`config.mk`:
```
export PLATFORM = sky130hd
export DESIGN_NAME = mesh_composition_classifier
export DESIGN_NICKNAME = d
export VERILOG_FILES = /design/src/rtl/mcc_pkg.sv /design/src/rtl/mesh_composition_classifier.sv /design/src/rtl/mcc_parse.sv
export SDC_FILE = /design/constraint.sdc
export NUM_CORES = 1
export LEC_CHECK = 0
export BUFFER_PORTS_ARGS = -buffer_cell sky130_fd_sc_hd__buf_2
export CAP_MARGIN = 20
export CORE_MARGIN = 1.5
export CORE_UTILIZATION = 35
export CTS_BUF_LIST = sky130_fd_sc_hd__clkbuf_4 sky130_fd_sc_hd__clkbuf_8
export DETAILED_ROUTE_END_ITERATION = 10
export PLACE_DENSITY_LB_ADDON = 0.2
export SYNTH_ARGS = -nofsm -noshare
export SYNTH_HDL_FRONTEND = slang
export SYNTH_SLANG_ARGS = --single-unit
```
`constraint.sdc`:
```
create_clock -name clk -period 4.33 [get_ports clk]
set_input_delay 0.433 -clock clk [delete_from_list [all_inputs] [get_ports clk]]
set_output_delay 0.433 -clock clk [all_outputs]
set_load 0.02 [all_outputs]
```
`src/rtl/mcc_pkg.sv`:
```
// ----------------------------------------------------------------------------
// mcc_pkg: shared types and constants of the composition classifier
// Model identifiers, profile codes, parse phases and the record step types.
// ----------------------------------------------------------------------------
package mcc_pkg;

  // length of the record header that is skipped
  localparam logic [3:0] HeaderLen = 4'd10;

  // known server model identifiers
  localparam logic [15:0] ModelOnoff     = 16'h1000;
  localparam logic [15:0] ModelLevel     = 16'h1002;
  localparam logic [15:0] ModelLightness = 16'h1300;
  localparam logic [15:0] ModelCtl       = 16'h1303;
  localparam logic [15:0] ModelHsl       = 16'h1307;
  localparam logic [15:0] ModelSensor    = 16'h1100;

  // model flag bit positions
  localparam int FlagOnoff     = 0;
  localparam int FlagLevel     = 1;
  localparam int FlagLightness = 2;
  localparam int FlagCtl       = 3;
  localparam int FlagHsl       = 4;
  localparam int FlagSensor    = 5;
  localparam int FlagCount     = 6;

  // device profile codes
  localparam logic [2:0] ProfUnknown   = 3'd0;
  localparam logic [2:0] ProfColorHsl  = 3'd1;
  localparam logic [2:0] ProfColorTemp = 3'd2;
  localparam logic [2:0] ProfDimmable  = 3'd3;
  localparam logic [2:0] ProfOnoff     = 3'd4;
  localparam logic [2:0] ProfTemp      = 3'd5;
  localparam logic [2:0] ProfVendor    = 3'd6;

  // element walk phases, one-hot
  typedef enum logic [6:0] {
    PH_EH0  = 7'b0000001,
    PH_EH1  = 7'b0000010,
    PH_EH2  = 7'b0000100,
    PH_EH3  = 7'b0001000,
    PH_MLO  = 7'b0010000,
    PH_MHI  = 7'b0100000,
    PH_SKIP = 7'b1000000
  } phase_t;

  // one byte handed to the parser
  typedef struct packed {
    logic       valid;
    logic [7:0] data;
    logic       last;
  } step_t;

  // classification of a finished record
  typedef struct packed {
    logic [2:0] profile;
    logic [7:0] elem_total;
  } result_t;

  // flag mask for a sig model identifier
  function automatic logic [FlagCount-1:0] model_mask(input logic [15:0] id);
    logic [FlagCount-1:0] m;
    m = '0;
    m[FlagOnoff]     = (id == ModelOnoff);
    m[FlagLevel]     = (id == ModelLevel);
    m[FlagLightness] = (id == ModelLightness);
    m[FlagCtl]       = (id == ModelCtl);
    m[FlagHsl]       = (id == ModelHsl);
    m[FlagSensor]    = (id == ModelSensor);
    return m;
  endfunction

  // priority encode the flags into a profile
  function automatic logic [2:0] pick_profile(input logic [FlagCount-1:0] f);
    logic [2:0] p;
    priority if (f[FlagHsl])                      p = ProfColorHsl;
    else if (f[FlagCtl])                          p = ProfColorTemp;
    else if (f[FlagLightness] || f[FlagLevel])    p = ProfDimmable;
    else if (f[FlagOnoff])                        p = ProfOnoff;
    else if (f[FlagSensor])                       p = ProfTemp;
    else                                          p = ProfVendor;
    return p;
  endfunction

endpackage

```
`src/rtl/mesh_composition_classifier.sv`:
```
// ----------------------------------------------------------------------------
// mesh_composition_classifier: mesh node profile from composition data
// Byte stream in, one classification out per record.
// ----------------------------------------------------------------------------
// Usage:
//   s_* channel carries the composition record one byte per transfer, with
//   s_tlast on the final byte. Every record, of any length, gives exactly
//   one transfer on the m_* channel: the device profile and the number of
//   complete element headers (modulo 256). Bytes that are not last give no
//   output.
//   Path: a last byte taken into the input register is walked into the result
//   register once that register is free; m_tvalid is its valid bit.
//   Throughput: one byte per cycle unless a record end waits on the result;
//   the walker updates its counters once per byte in a single pass of logic
//   between the two registers.
//   Stall: while a result waits on m_tready, non-last bytes keep flowing;
//   only a second record end waits for the result register to drain.
//   Reset: rst clears both registers and the walker; the next byte is taken
//   as the first byte of a new record. After each record end the walker
//   returns to that state on its own.
// ----------------------------------------------------------------------------
module mesh_composition_classifier (
  input  logic        clk,
  input  logic        rst,
  input  logic        s_tvalid,
  output logic        s_tready,
  input  logic [7:0]  s_tdata,   // [7:0] data_byte
  input  logic        s_tlast,   // last_byte
  output logic        m_tvalid,
  input  logic        m_tready,
  output logic [15:0] m_tdata    // [2:0] profile, [10:3] elem_total, [15:11] zero
);

  logic             in_valid;
  logic [7:0]       in_data;
  logic             in_last;
  logic             advance;
  logic             load;
  mcc_pkg::step_t   step;
  mcc_pkg::result_t result;
  mcc_pkg::result_t out_data;
  logic             out_valid;

  // the held byte moves on unless it ends a record and the result is stuck
  assign advance  = !in_last || !out_valid || m_tready;
  assign s_tready = !in_valid || advance;
  assign load     = in_valid && advance && in_last;

  // input register
  always_ff @(posedge clk) begin
    if (rst) begin
      in_valid <= 1'b0;
    end else if (s_tready) begin
      in_valid <= s_tvalid;
    end
  end

  always_ff @(posedge clk) begin
    if (s_tready) begin
      in_data <= s_tdata;
      in_last <= s_tlast;
    end
  end

  assign step.valid = in_valid && advance;
  assign step.data  = in_data;
  assign step.last  = in_last;

  mcc_parse u_parse (
    .clk    (clk),
    .rst    (rst),
    .step   (step),
    .result (result)
  );

  // result register
  always_ff @(posedge clk) begin
    if (rst) begin
      out_valid <= 1'b0;
    end else begin
      out_valid <= load || (out_valid && !m_tready);
    end
  end

  always_ff @(posedge clk) begin
    if (load) begin
      out_data <= result;
    end
  end

  assign m_tvalid = out_valid;
  assign m_tdata  = {5'd0, out_data.elem_total, out_data.profile};

  // a record end that leaves the input register lands in the result register
  a_end_gives_result: assert property (@(posedge clk) disable iff (rst)
    in_valid && in_last && advance |=> m_tvalid)
    else $error("record end gave no result");

  // a waiting result is never overwritten by the next record end
  a_no_overwrite: assert property (@(posedge clk) disable iff (rst)
    out_valid && !m_tready |-> !load)
    else $error("pending result overwritten");

  // a stalled result stays offered and unchanged
  a_hold_stable: assert property (@(posedge clk) disable iff (rst)
    m_tvalid && !m_tready |=> m_tvalid && $stable(m_tdata))
    else $error("stalled result changed or dropped");

endmodule

```
`src/rtl/mcc_parse.sv`:
```
// ----------------------------------------------------------------------------
// mcc_parse: composition record walker
// Skips the header, walks element records, flags known models and counts
// elements; gives the classification on the last byte of a record.
// ----------------------------------------------------------------------------
module mcc_parse (
  input  logic             clk,
  input  logic             rst,
  input  mcc_pkg::step_t   step,
  output mcc_pkg::result_t result
);

  logic [3:0]                     header_bytes_seen, header_bytes_seen_next;
  mcc_pkg::phase_t                parse_phase, parse_phase_next;
  logic [7:0]                     sig_models_left, sig_models_left_next;
  logic [7:0]                     vendor_count_hold, vendor_count_hold_next;
  logic [9:0]                     skip_bytes_left, skip_bytes_left_next;
  logic [7:0]                     model_id_low, model_id_low_next;
  logic [mcc_pkg::FlagCount-1:0]  model_flags, model_flags_next;
  logic [7:0]                     elements_seen, elements_seen_next;
  logic [7:0]                     sig_dec;
  logic [9:0]                     skip_dec;

  assign sig_dec  = sig_models_left - 8'd1;
  assign skip_dec = skip_bytes_left - 10'd1;

  // next state for one byte
  always_comb begin
    header_bytes_seen_next = header_bytes_seen;
    parse_phase_next       = parse_phase;
    sig_models_left_next   = sig_models_left;
    vendor_count_hold_next = vendor_count_hold;
    skip_bytes_left_next   = skip_bytes_left;
    model_id_low_next      = model_id_low;
    model_flags_next       = model_flags;
    elements_seen_next     = elements_seen;
    if (header_bytes_seen < mcc_pkg::HeaderLen) begin
      header_bytes_seen_next = header_bytes_seen + 4'd1;
    end else begin
      unique case (parse_phase)
        mcc_pkg::PH_EH1: begin
          parse_phase_next = mcc_pkg::PH_EH2;
        end
        mcc_pkg::PH_EH2: begin
          sig_models_left_next = step.data;
          parse_phase_next     = mcc_pkg::PH_EH3;
        end
        mcc_pkg::PH_EH3: begin
          vendor_count_hold_next = step.data;
          elements_seen_next     = elements_seen + 8'd1;
          if (sig_models_left != 8'd0) begin
            parse_phase_next = mcc_pkg::PH_MLO;
          end else if (step.data != 8'd0) begin
            skip_bytes_left_next = {step.data, 2'b00};
            parse_phase_next     = mcc_pkg::PH_SKIP;
          end else begin
            parse_phase_next = mcc_pkg::PH_EH0;
          end
        end
        mcc_pkg::PH_MLO: begin
          model_id_low_next = step.data;
          parse_phase_next  = mcc_pkg::PH_MHI;
        end
        mcc_pkg::PH_MHI: begin
          model_flags_next     = model_flags |
                                 mcc_pkg::model_mask({step.data, model_id_low});
          sig_models_left_next = sig_dec;
          if (sig_dec != 8'd0) begin
            parse_phase_next = mcc_pkg::PH_MLO;
          end else if (vendor_count_hold != 8'd0) begin
            skip_bytes_left_next = {vendor_count_hold, 2'b00};
            parse_phase_next     = mcc_pkg::PH_SKIP;
          end else begin
            parse_phase_next = mcc_pkg::PH_EH0;
          end
        end
        mcc_pkg::PH_SKIP: begin
          skip_bytes_left_next = skip_dec;
          if (skip_dec == 10'd0) begin
            parse_phase_next = mcc_pkg::PH_EH0;
          end
        end
        default: begin
          parse_phase_next = mcc_pkg::PH_EH1;
        end
      endcase
    end
  end

  // classification from the state after this byte
  always_comb begin
    if (header_bytes_seen_next < mcc_pkg::HeaderLen) begin
      result.profile    = mcc_pkg::ProfUnknown;
      result.elem_total = 8'd0;
    end else begin
      result.profile    = mcc_pkg::pick_profile(model_flags_next);
      result.elem_total = elements_seen_next;
    end
  end

  // state registers, cleared again after the last byte of a record
  always_ff @(posedge clk) begin
    if (rst || (step.valid && step.last)) begin
      header_bytes_seen <= '0;
      parse_phase       <= mcc_pkg::PH_EH0;
      sig_models_left   <= '0;
      vendor_count_hold <= '0;
      skip_bytes_left   <= '0;
      model_id_low      <= '0;
      model_flags       <= '0;
      elements_seen     <= '0;
    end else if (step.valid) begin
      header_bytes_seen <= header_bytes_seen_next;
      parse_phase       <= parse_phase_next;
      sig_models_left   <= sig_models_left_next;
      vendor_count_hold <= vendor_count_hold_next;
      skip_bytes_left   <= skip_bytes_left_next;
      model_id_low      <= model_id_low_next;
      model_flags       <= model_flags_next;
      elements_seen     <= elements_seen_next;
    end
  end

  // a record end leaves a fresh walker
  a_clear_after_last: assert property (@(posedge clk) disable iff (rst)
    step.valid && step.last |=>
      header_bytes_seen == 4'd0 && elements_seen == 8'd0 && model_flags == '0)
    else $error("walker not cleared after record end");

  // header counter saturates at the header length
  a_header_bound: assert property (@(posedge clk) disable iff (rst)
    header_bytes_seen <= mcc_pkg::HeaderLen)
    else $error("header counter beyond header length");

  // no element walk before the header is done
  a_phase_in_header: assert property (@(posedge clk) disable iff (rst)
    header_bytes_seen < mcc_pkg::HeaderLen |->
      parse_phase == mcc_pkg::PH_EH0 && elements_seen == 8'd0)
    else $error("element walk started inside header");

endmodule

```
# Word-level counts from Yosys, hierarchy flattened
# Cells that the tools add are included.
[totals]
regBits = 81
latch_bits = 0
output_inout_bits = 18
mem_bits_rw = 0
wordCells = 90
n_memories = 0
in_bits = 13
romBits = 0
[op_classes]
n_mux = 22
magnitude_cmp = 2
n_addsub = 4
bitwise_logic = 2
n_mul = 0
eq_ne = 17
n_reduce_logical = 27
n_div = 0
n_shift = 0
[op_table]
columns = ["operator", "n"]
rows = [
  ["$eq 16x13->1 const B", 6],
  ["$pmux 7 s6", 1],
  ["$mux 10", 4],
  ["$mux 7", 5],
  ["$reduce_bool 8->1", 4],
  ["$pmux 10 s3", 1],
  ["$mux 8", 2],
  ["$pmux 8 s2", 1],
  ["$mux 6", 2],
  ["$reduce_and 3->1", 4],
  ["$logic_not 10->1", 1],
  ["$sub 10x1->10 const B", 1],
  ["$add 8x1->8 const B", 1],
  ["$lt 4x4->1 const B", 2],
  ["$mux 2", 4],
  ["$sub 8x1->8 const B", 1],
  ["$eq 7x2->1 const B", 1],
  ["$eq 7x3->1 const B", 1],
  ["$eq 7x4->1 const B", 1],
  ["$eq 7x5->1 const B", 1],
  ["$eq 7x6->1 const B", 1],
  ["$eq 7x7->1 const B", 1],
  ["$reduce_and 7->1", 1],
  ["$logic_or 1x1->1", 6],
  ["13 further kinds", 21],
]

# Logic depth before layout (Yosys ltp)
# Gate-level depths: netlist of run 1.
[logic_depth]
depth_word = 9
depth_mapped = 11

# Modules after synthesis
# Synthesis of run 1 repeated with hierarchy kept, for this count alone.
[hier_totals]
cells_unflattened = 524
area_unflattened_um2 = 4390.5
[by_module_without_submodules]
columns = ["module", "area_per_inst_um2", "cells_each", "instances"]
rows = [
  ["mcc_parse", 3639.7, 487, 1],
  ["mesh_composition_classifier", 750.7, 37, 1],
]

# Worst setup path after synthesis of run 1
# OpenSTA, ideal clock, no wires.
[synth_path]
kind = "register to register"
start = "register u_parse.sig_models_left[0]"
end = "register u_parse.skip_bytes_left[6]"
setup_time_ns = 0.116
synth_period_minus_slack_ns = 2.424
setup_slack_ns = 1.906
required_time_ns = 4.214
stages_incl_launch_ff = 11
arrival_time_ns = 2.308
path_cell_list = "dfxtp_1 clkbuf_1 inv_1 ha_1 clkbuf_1 o211a_1 o32ai_1 a21oi_1 or2_1 buf_2 a31o_2"
[synth_between]
elab_chain_cells = 4
word_cells_on_any_way = 6
cone_classes = "1 x add/sub; 2 x eq/ne; 3 x reduce/logical"
[synth_rtl]
columns = ["item", "line_no", "text"]
rows = [
  ["start, declared", "mcc_parse.sv:15", "logic [7:0] sig_models_left, sig_models_left_next;"],
  ["start signal, assigned", "mcc_parse.sv:115", "sig_models_left <= sig_models_left_next;"],
  ["$sub 8x1->8", "mcc_parse.sv:24", "assign sig_dec = sig_models_left - 8'd1;"],
  ["$reduce_bool 8->1", "mcc_parse.sv:68", "if (sig_dec != 8'd0) begin"],
  ["$ne 2x2->1 (no source line)", "n/a", ""],
  ["$reduce_and 7->1 (no source line) (*)", "n/a", ""],
  ["end signal, assigned", "mcc_parse.sv:117", "skip_bytes_left <= skip_bytes_left_next;"],
  ["end, declared", "mcc_parse.sv:17", "logic [9:0] skip_bytes_left, skip_bytes_left_next;"],
]
# Every way passes the cells marked *; elsewhere a longest branch is shown, timed or not.
# A chain may end at the register's enable or synchronous reset.

# Final worst setup path of run 1
[layout_path]
start = "register u_parse.parse_phase[5]"
end = "register u_parse.skip_bytes_left[3]"
[layout_between]
elab_chain_cells = 3
word_cells_on_any_way = 10
cone_classes = "7 x eq/ne; 1 x mux; 2 x reduce/logical"
[layout_rtl]
columns = ["item", "line_no", "text"]
rows = [
  ["start, declared", "mcc_parse.sv:14", "mcc_pkg::phase_t parse_phase, parse_phase_next;"],
  ["start signal, assigned", "mcc_parse.sv:105", "parse_phase <= mcc_pkg::PH_EH0;"],
  ["start signal, assigned", "mcc_parse.sv:114", "parse_phase <= parse_phase_next;"],
  ["$eq 7x6->1 (tied with other cells)", "mcc_parse.sv:40", "unique case (parse_phase)"],
  ["$ne 2x2->1 (no source line) (tied with other cells)", "n/a", ""],
  ["$reduce_and 7->1 (no source line)", "n/a", ""],
]
# Several ways; a longest one is shown, not always the timed one.

==> flow_summary.toml, run 1 <==
[global_routing]
grt_overflow = 0
grt_max_degree = 34
grt_pass1_wl_mm = 17.88
grt_usage_pct = 17.52
antenna_found_initial = 0
grt_pass1_vias = 3481

[floorplanning]
start_util_pct = 36.04
io_pins = 31
die_width_um = 114.4
die-area_um2 = 13100
num_rows = 40
coreArea_um2 = 12060
die_h_um = 114.4

[cells_and_area]
utilization_pct = 39.48
diodes = 0
layout_common_cells = "64 x nor2_1, 61 x dfxtp_1, 46 x a21oi_1"
layout-drive-gt1-share_pct = 10.69
stdcell_area_um2 = 4762
final_common_cell = "nor2_1"
area_delta_synth_final_pct = 9.557
final_nets = 539

[pwr]
p_leak_uw = 0.001706
powerDensity_nw_per_um2 = 303.3
peakVddDrop_mv = 0.2409

[timing]
setup_viol = 0
holdWs_ns = 0.2330
skew_ns = 0.01096
hold_viol_final = 0
finalSetupTns_ns = 0
slew_violations = 0
rsz0062_at_grt = "no"
clock.fmax_mhz = 351.2
slew_headroom_pct = 40.75
min_period_ns = 2.848
tightest_slew_ns = 0.8887
fin_ws_ns = 1.482
period_share_pct = 65.76

[synth]
synthArstFlopShare_pct = 0
synth_top_family_by_area = "simple AND/OR/NAND/NOR gates"
synthFlopType = "dfxtp_1"
synthMuxAreaShare_pct = 3.454
postSynthRegisterBits = 81
synthAdderAreaFrac_pct = 2.015
yosysSeqAreaShare_pct = 41.91
yosys.area_share.simple_pct = 23.26
yosysUniqueCellTypes = 69
yosys_warnings = 0
syn_avg_cell_area_um2 = 8.490
synth_compound_area_share_pct = 20.35
syn_inst = 512
synth_xor_area_share_pct = 3.627
syn-cell-area_um2 = 4347
synth_edf_count = 20

[min_path]
min_path_type = "in2reg"
holdPathStages = 1

[place]
dpl_cell_area_um2 = 4542
pre_cts_ws_ns = 1.526
hpwlAfterDp_mm = 7.597
place_congestion = 0.8784
io_buffer_count = 25

[drt]
first_pass_iters = 5
route.detailed.wl_per_inst_um = 15.71
postRouteAntennaNets = 0
first_iter_violations = 175
num_vias = 3770
wl_mm = 10.87
viasPerCell = 5.448
drc_errors = 0

[clock_tree]
clockBufferDepth = 2
cts_hold_buf = 0
cts_max_level = 3
clk_pin_slew_worst_paths_ns = 0.08
cts_root_buffer = "clkbuf_8"
clock_latency_ns = 0.37
cts.sinks = 81
cts_resized = 0
cts_tree = "built"
cts_buffers = 9
cts_setup_buffers = 0

[status]
status = "completed"

[job]
maxCapViolations = 0

[setup_path]
path_class = "reg2reg"
start_kind = "register"
path_max_fanout = 20
critPathArrivalTime_ns = 3.15
endpoint_kind = "register"
required_ns = 4.63
r2r_cells = 5
## cell families (layout without fill, tap and decap cells)
group	Yosys count	after routing
AOI/OAI and AO/OA	140	140
xor gates and xnor gates	18	18
adders and majority gates	7	7
buffers and inverters	51	59
DFF	81	81
muxes	15	15
other	1	5
and+or+nand+nor	199	199
## cell usage after synthesis (all sizes together), types with 4 or more instances
cell | n | share of area (%)
o31ai | 8 | 1.4
xnor2 | 10 | 2.0
nor3b | 5 | 0.86
or4 | 6 | 1.0
a32o | 4 | 0.92
nor3 | 13 | 1.9
mux2i | 15 | 3.5
inv | 14 | 1.2
xor2 | 8 | 1.6
o21ai | 35 | 4.0
or2 | 6 | 0.86
o31a | 4 | 0.81
a22oi | 4 | 0.69
a31oi | 7 | 1.0
buf | 12 | 1.9
a21oi | 46 | 5.3
or3 | 10 | 1.4
edfxtp | 20 | 14
nor2b | 5 | 0.72
nand3 | 12 | 1.4
nand4 | 6 | 0.86
o311ai | 4 | 0.81
nor4 | 8 | 1.3
ha | 7 | 2.0
o211ai | 4 | 0.69
nand2 | 44 | 3.8
dfxtp | 61 | 28
nor4b | 4 | 0.81
nor2 | 66 | 5.8
clkbuf | 25 | 2.2
## worst max-delay path, cell delays in order (launching register included)
cell,delay [ns]
dfxtp_1,0.68
nor4b_1,0.35
nand2_1,0.43
a21oi_1,0.60
or2_1,0.47
mux2i_1,0.23
## cell type report
cell class                      instances  area (um^2)
Clock inverter                          5        61.31
Tap cell                              168        210.2
Sequential cell                        81         1822
Clock buffer                           11        151.4
Fill cell                            1230         7300
Timing Repair Buffer                   29        155.1
Multi-Input combinational cell        384         2310
Inverter                               14        52.55
## final timing paths
check / slack [ns] / start / endpoint
setup reg to reg: 1.48 / u_parse.parse_phase[5]$_SDFFE_PP0P_ / u_parse.skip_bytes_left[3]$_SDFFE_PP0P_
setup / recovery: 1.48 / u_parse.parse_phase[5]$_SDFFE_PP0P_ / u_parse.skip_bytes_left[3]$_SDFFE_PP0P_
hold reg to reg: 0.45 / u_parse.model_flags[1]$_SDFFE_PP0P_ / u_parse.model_flags[1]$_SDFFE_PP0P_
hold / removal: 0.23 / s_tlast / in_last$_DFFE_PP_
## per-layer routing
layer / track usage (%) / routed length (um)
met3: 3.229 / 438
met5: 0 / 0
met4: 7.333 / 235
met2: 27.78 / 4949
met1: 23.47 / 5250
## through the flow
| stage | total power (uW) | cells |
|---|---|---|
| CTS | 1462 | 691 |
| global placement | 866.6 | 675 |
| global route | 1494 | 692 |
| floorplan | 846.9 | 516 |
| finish | 1444 | 692 |
| detailed placement | 867.6 | 675 |
## flip-flops by register name (all words and copies together), names as in the netlist
name                       cells
in_valid                       1
m_tvalid                       1
m_tdata                       11
u_parse.skip_bytes_left       10
u_parse.vendor_count_hold      8
u_parse.parse_phase            7
u_parse.model_id_low           8
in_data                        8
u_parse.header_bytes_seen      4
in_last                        1
u_parse.model_flags            6
u_parse.elements_seen          8
u_parse.sig_models_left        8
## where the power goes
part	total, uW	internal (uW)	switching (uW)
registers	795	780	14.9
logic	55.9	18.1	37.8
clock network	593	301	292
No activity file was read; power rests on OpenSTA's default activity.
==> run 2: changes to the inputs <==
Clock period 4.33 ns to 2.6 ns, I/O delays scaled along.
==> run 2 against run 1 <==
  * Combinational power up 100%
  * Final cell count up 3.8%
  * Die area unchanged
  * Clock skew down 0.0018 ns
  * Count of clock-buffer cells in the layout down 1
  * Critical path type unchanged
  * Highest routed layer unchanged
==> flow_summary.toml, run 2 (same netlist as run 1, synthesis figures left out) <==
[status]
status = "completed"

[cells_and_area]
final_common_cell = "nor2_1"
layout-drive-gt1-share_pct = 14.91
area_delta_synth_final_pct = 13.33
final_nets = 565
largest_register_ffs = 11
fill_cells = 1263
layout_common_cells = "64 x nor2_1, 61 x dfxtp_1, 46 x a21oi_1"
diodes = 0

[drt]
first_iter_violations = 119
first_pass_iters = 5
viasPerCell = 5.369
wl_mm = 11.17
drc_errors = 0
route.detailed.wl_per_inst_um = 15.56
postRouteAntennaNets = 0
num_vias = 3855

[timing]
tightest_slew_ns = 0.7131
min_period_ns = 2.447
hold_viol_final = 0
skew_ns = 0.009178
clock.fmax_mhz = 408.6
holdWs_ns = 0.07581
period_share_pct = 94.12
finalSetupTns_ns = 0
slew_headroom_pct = 52.46
fin_ws_ns = 0.1529
rsz0062_at_grt = "no"
slew_violations = 0
setup_viol = 0

[clock_tree]
clock_latency_ns = 0.36
cts_tree = "built"
clockBufferDepth = 2
cts_resized = 0
cts_setup_buffers = 0
clk_pin_slew_worst_paths_ns = 0.09
cts_root_buffer = "clkbuf_8"
cts_max_level = 3
cts_buffers = 9
cts_hold_buf = 0
cts.sinks = 81

[setup_path]
crit_start = "u_parse.parse_phase[1]$_SDFFE_PP0P_"
critPathArrivalTime_ns = 2.70
path_max_fanout = 8
cp_num_buf_inv = 0
start_kind = "register"
endpoint_kind = "register"
crit_family = "simple AND/OR/NAND/NOR gates"
cp-endpoint = "u_parse.parse_phase[0]$_SDFFE_PP1P_"
path_class = "reg2reg"
rr_endpoint = "u_parse.parse_phase[0]$_SDFFE_PP1P_"
r2r_slack_ns = 0.15
crit_chain = "or4_1 -> or2_1 -> nor3_4 -> o31a_1 -> nor2_1 -> o32a_1"
r2r-start = "u_parse.parse_phase[1]$_SDFFE_PP0P_"
cpMaxStageDelayCell = "or4_1"
worst_path_largest_cell_delay_ns = 0.68
crit_cells = 6
required_ns = 2.85
r2r_cells = 6

[global_routing]
grt_max_degree = 34
grt_pass1_wl_mm = 18.57
grt_usage_pct = 18.04
antenna_found_initial = 0
grt_pass1_vias = 3750
grt_overflow = 0

[pwr]
power.total_uw = 2296
peakVddDrop_mv = 0.2937
powerDensity_nw_per_um2 = 466.1
p_leak_uw = 0.001811

[job]
maxCapViolations = 0

[floorplanning]
start_util_pct = 36.04
coreArea_um2 = 12060
io_pins = 31
die_h_um = 114.4
die_width_um = 114.4
num_rows = 40
die-area_um2 = 13100

[place]
place_congestion = 0.8538
pre_cts_ws_ns = 0.1659
hpwlAfterDp_mm = 8.055
io_buffer_count = 25

[min_path]
min_path_type = "in2reg"
## run 2: cell types whose count changed in the layout (fill, tap and decap cells not counted), sizes merged
cell | before | now
buf | 29 | 55
clkinvlp | 0 | 2
inv | 15 | 16
clkbuf | 11 | 10
bufinv | 1 | 0
clkinv | 3 | 2
## run 2: worst min-delay path by stage
stage	from	endpoint	slack, ns	depth (start not counted)
2_1_floorplan	rst	in_valid$_SDFFE_PP0P_	0.33	1
3_3_place_gp	s_tdata[0]	in_data[0]$_DFFE_PP_	0.44	1
3_5_place_dp	s_tdata[4]	in_data[4]$_DFFE_PP_	0.44	1
4_1_cts	s_tdata[5]	in_data[5]$_DFFE_PP_	0.06	1
5_1_grt	s_tdata[5]	in_data[5]$_DFFE_PP_	0.05	1
6_report	s_tdata[1]	in_data[1]$_DFFE_PP_	0.08	1
## run 2: stage by stage
stage / std cells / area, um^2 / util [%]
6_report: 718 / 4926 / 40.84
5_1_grt: 718 / 4926 / 40.84
4_1_cts: 718 / 4923 / 40.82
3_5_place_dp: 702 / 4745 / 39.34
3_3_place_gp: 702 / 4745 / 39.34
2_1_floorplan: 516 / 4362 / -
## run 2: layout make-up
class | count | area, um^2 | area share, %
Timing Repair Buffer | 55 | 350.3 | 7.112
Multi-Input combinational cell | 384 | 2312 | 46.94
Inverter | 14 | 52.55 | 1.067
Sequential cell | 81 | 1822 | 36.98
Tap cell | 168 | 210.2 | 4.267
Clock inverter | 6 | 41.29 | 0.8382
Clock buffer | 10 | 137.6 | 2.794
## run 2: routing by layer
| layer | up-vias | track usage, % | part of all wire, % |
|---|---|---|---|
| met5 | - | 0 | 0 |
| met4 | 0 | 6.583 | 1.5 |
| met3 | 13 | 3.123 | 3.7 |
| met2 | 81 | 29.50 | 47 |
| met1 | 1839 | 23.93 | 48 |
| li1 | 1922 | - | - |
## run 2: power breakdown
part           switching [uW]  internal, uW
Clock                     494           375
Sequential               13.2          1300
Combinational            76.0          38.1
==> run 3: changes to the inputs <==
Clock period 2.6 ns to 2.42 ns, I/O delays scaled along.
==> run 3 against run 2 <==
  * Flip-flop and latch count unchanged
  * Critical path type unchanged
  * Via count up 1.1%
  * Total power up 8.7%
  * Worst hold slack worse by 0.029 ns
  * Combinational power up 9.6%
  * Clock power up 10%
  * Final area up 2.8%
  * Non-clock buffer count up 16
==> flow_summary.toml, run 3 (same netlist as run 1, synthesis figures left out) <==
[setup_path]
start_kind = "register"
path_max_fanout = 8
critPathArrivalTime_ns = 2.59
path_class = "reg2reg"
endpoint_kind = "register"
required_ns = 2.72

[global_routing]
grt_usage_pct = 18.18
grt_overflow = 0
grt_max_degree = 22
grt_pass1_wl_mm = 18.62
grt_pass1_vias = 3634
antenna_found_initial = 0

[clock_tree]
clockBufferDepth = 2
cts.sinks = 81
cts_buffers = 9
cts_hold_buf = 0
cts_root_buffer = "clkbuf_8"
clk_pin_slew_worst_paths_ns = 0.09
cts_tree = "built"
cts_max_level = 3
cts_setup_buffers = 0
clock_latency_ns = 0.37

[drt]
route.detailed.wl_per_inst_um = 15.38
first_pass_iters = 5
num_vias = 3899
postRouteAntennaNets = 0
wl_mm = 11.29
viasPerCell = 5.312
first_iter_violations = 212
drc_errors = 0

[timing]
setup_viol = 0
min_period_ns = 2.292
period_share_pct = 94.71
tightest_slew_ns = 0.6086
rsz0062_at_grt = "no"
clock.fmax_mhz = 436.3
skew_ns = 0.007838
finalSetupTns_ns = 0
hold_viol_final = 0
slew_headroom_pct = 59.15
slew_violations = 0

[pwr]
power.total_uw = 2495
p_leak_uw = 0.001910
powerDensity_nw_per_um2 = 492.6
peakVddDrop_mv = 0.3007

[job]
maxCapViolations = 0

[cells_and_area]
diodes = 0
layout-drive-gt1-share_pct = 17.84
largest_register_ffs = 11
area_delta_synth_final_pct = 16.52
layout_common_cells = "64 x nor2_1, 59 x dfxtp_1, 46 x a21oi_1"
fill_cells = 1240
register_area_um2 = 1824
multiInputGateArea_um2 = 2313
final_nets = 581
stdcell_area_um2 = 5065
final_common_cell = "nor2_1"

[min_path]
min_path_type = "in2reg"

[floorplanning]
die-area_um2 = 13100
die_h_um = 114.4
io_pins = 31
start_util_pct = 36.04
num_rows = 40
die_width_um = 114.4
coreArea_um2 = 12060

[place]
place_congestion = 0.8553
io_buffer_count = 25
hpwlAfterDp_mm = 8.165
dpl_cell_area_um2 = 4877

[status]
status = "completed"
## run 3: cell types whose count changed in the layout (fill, tap and decap cells not counted), sizes merged
cell      delta
clkbuf       -1
clkinv       -1
inv          +4
clkinvlp     -2
buf         +16
## run 3: layout make-up
type                       instances  share of cell area [%]
clock buffer                       9                   2.446
clock inverter                     7                   1.136
inverter                          14                   1.038
multi-input combinational        384                   45.68
sequential                        81                   36.02
tap                              168                   4.150
timing repair buffer              71                   9.536
## run 3: where the power goes
part           leakage, uW  total (uW)  switching (uW)  internal (uW)
sequential        0.000707        1410            13.1           1400
clock            0.0000987         961             567            394
combinational      0.00110         125            80.5           45.0
total              0.00191        2490             660           1830
## run 3: what timing repair did
item	4_1_cts	5_1_grt
endpoints found under the hold margin	0	0
setup endpoints to repair	0	13
resized for setup	0	4
## run 3: path summary, 6_finish.rpt
path,startpoint,endpoint,slack (ns),depth (start not counted)
hold / removal,s_tdata[3],in_data[3]$_DFFE_PP_,0.05,1
hold reg to reg,u_parse.model_flags[1]$_SDFFE_PP0P_,u_parse.model_flags[1]$_SDFFE_PP0P_,0.46,2
setup / recovery,u_parse.parse_phase[0]$_SDFFE_PP1P_,u_parse.skip_bytes_left[0]$_SDFFE_PP0P_,0.13,5
setup reg to reg,u_parse.parse_phase[0]$_SDFFE_PP1P_,u_parse.skip_bytes_left[0]$_SDFFE_PP0P_,0.13,5
## run 3: stage by stage
stage                     util, %  hold WS, ns  std cells  setup slack [ns]
after CTS                   41.94      0.03292        734           0.02337
after global placement      40.44       0.4183        718           0.06917
after detailed placement    40.44       0.4201        718           0.03762
final                       41.99      0.04699        734            0.1281
after global routing        41.99      0.02375        734           0.02000
after floorplan                 -       0.3111        516           0.08156
## run 3: critical path, stage by stage, from the launching register on
cell     delay [ns]
dfxtp_1        0.34
or4_4          0.60
or2_1          0.33
or3_1          0.48
or3_1          0.36
mux2i_1        0.13
## run 3: metal layers
metal	vias to the layer above	part of all wire (%)	global-route usage, %	wire length, um
met3	13	4.4	2.859	493
met5	-	0	0	0
li1	1955	-	-	-
met1	1841	48	25.05	5391
met4	0	1.9	7.583	213
met2	90	46	28.38	5189
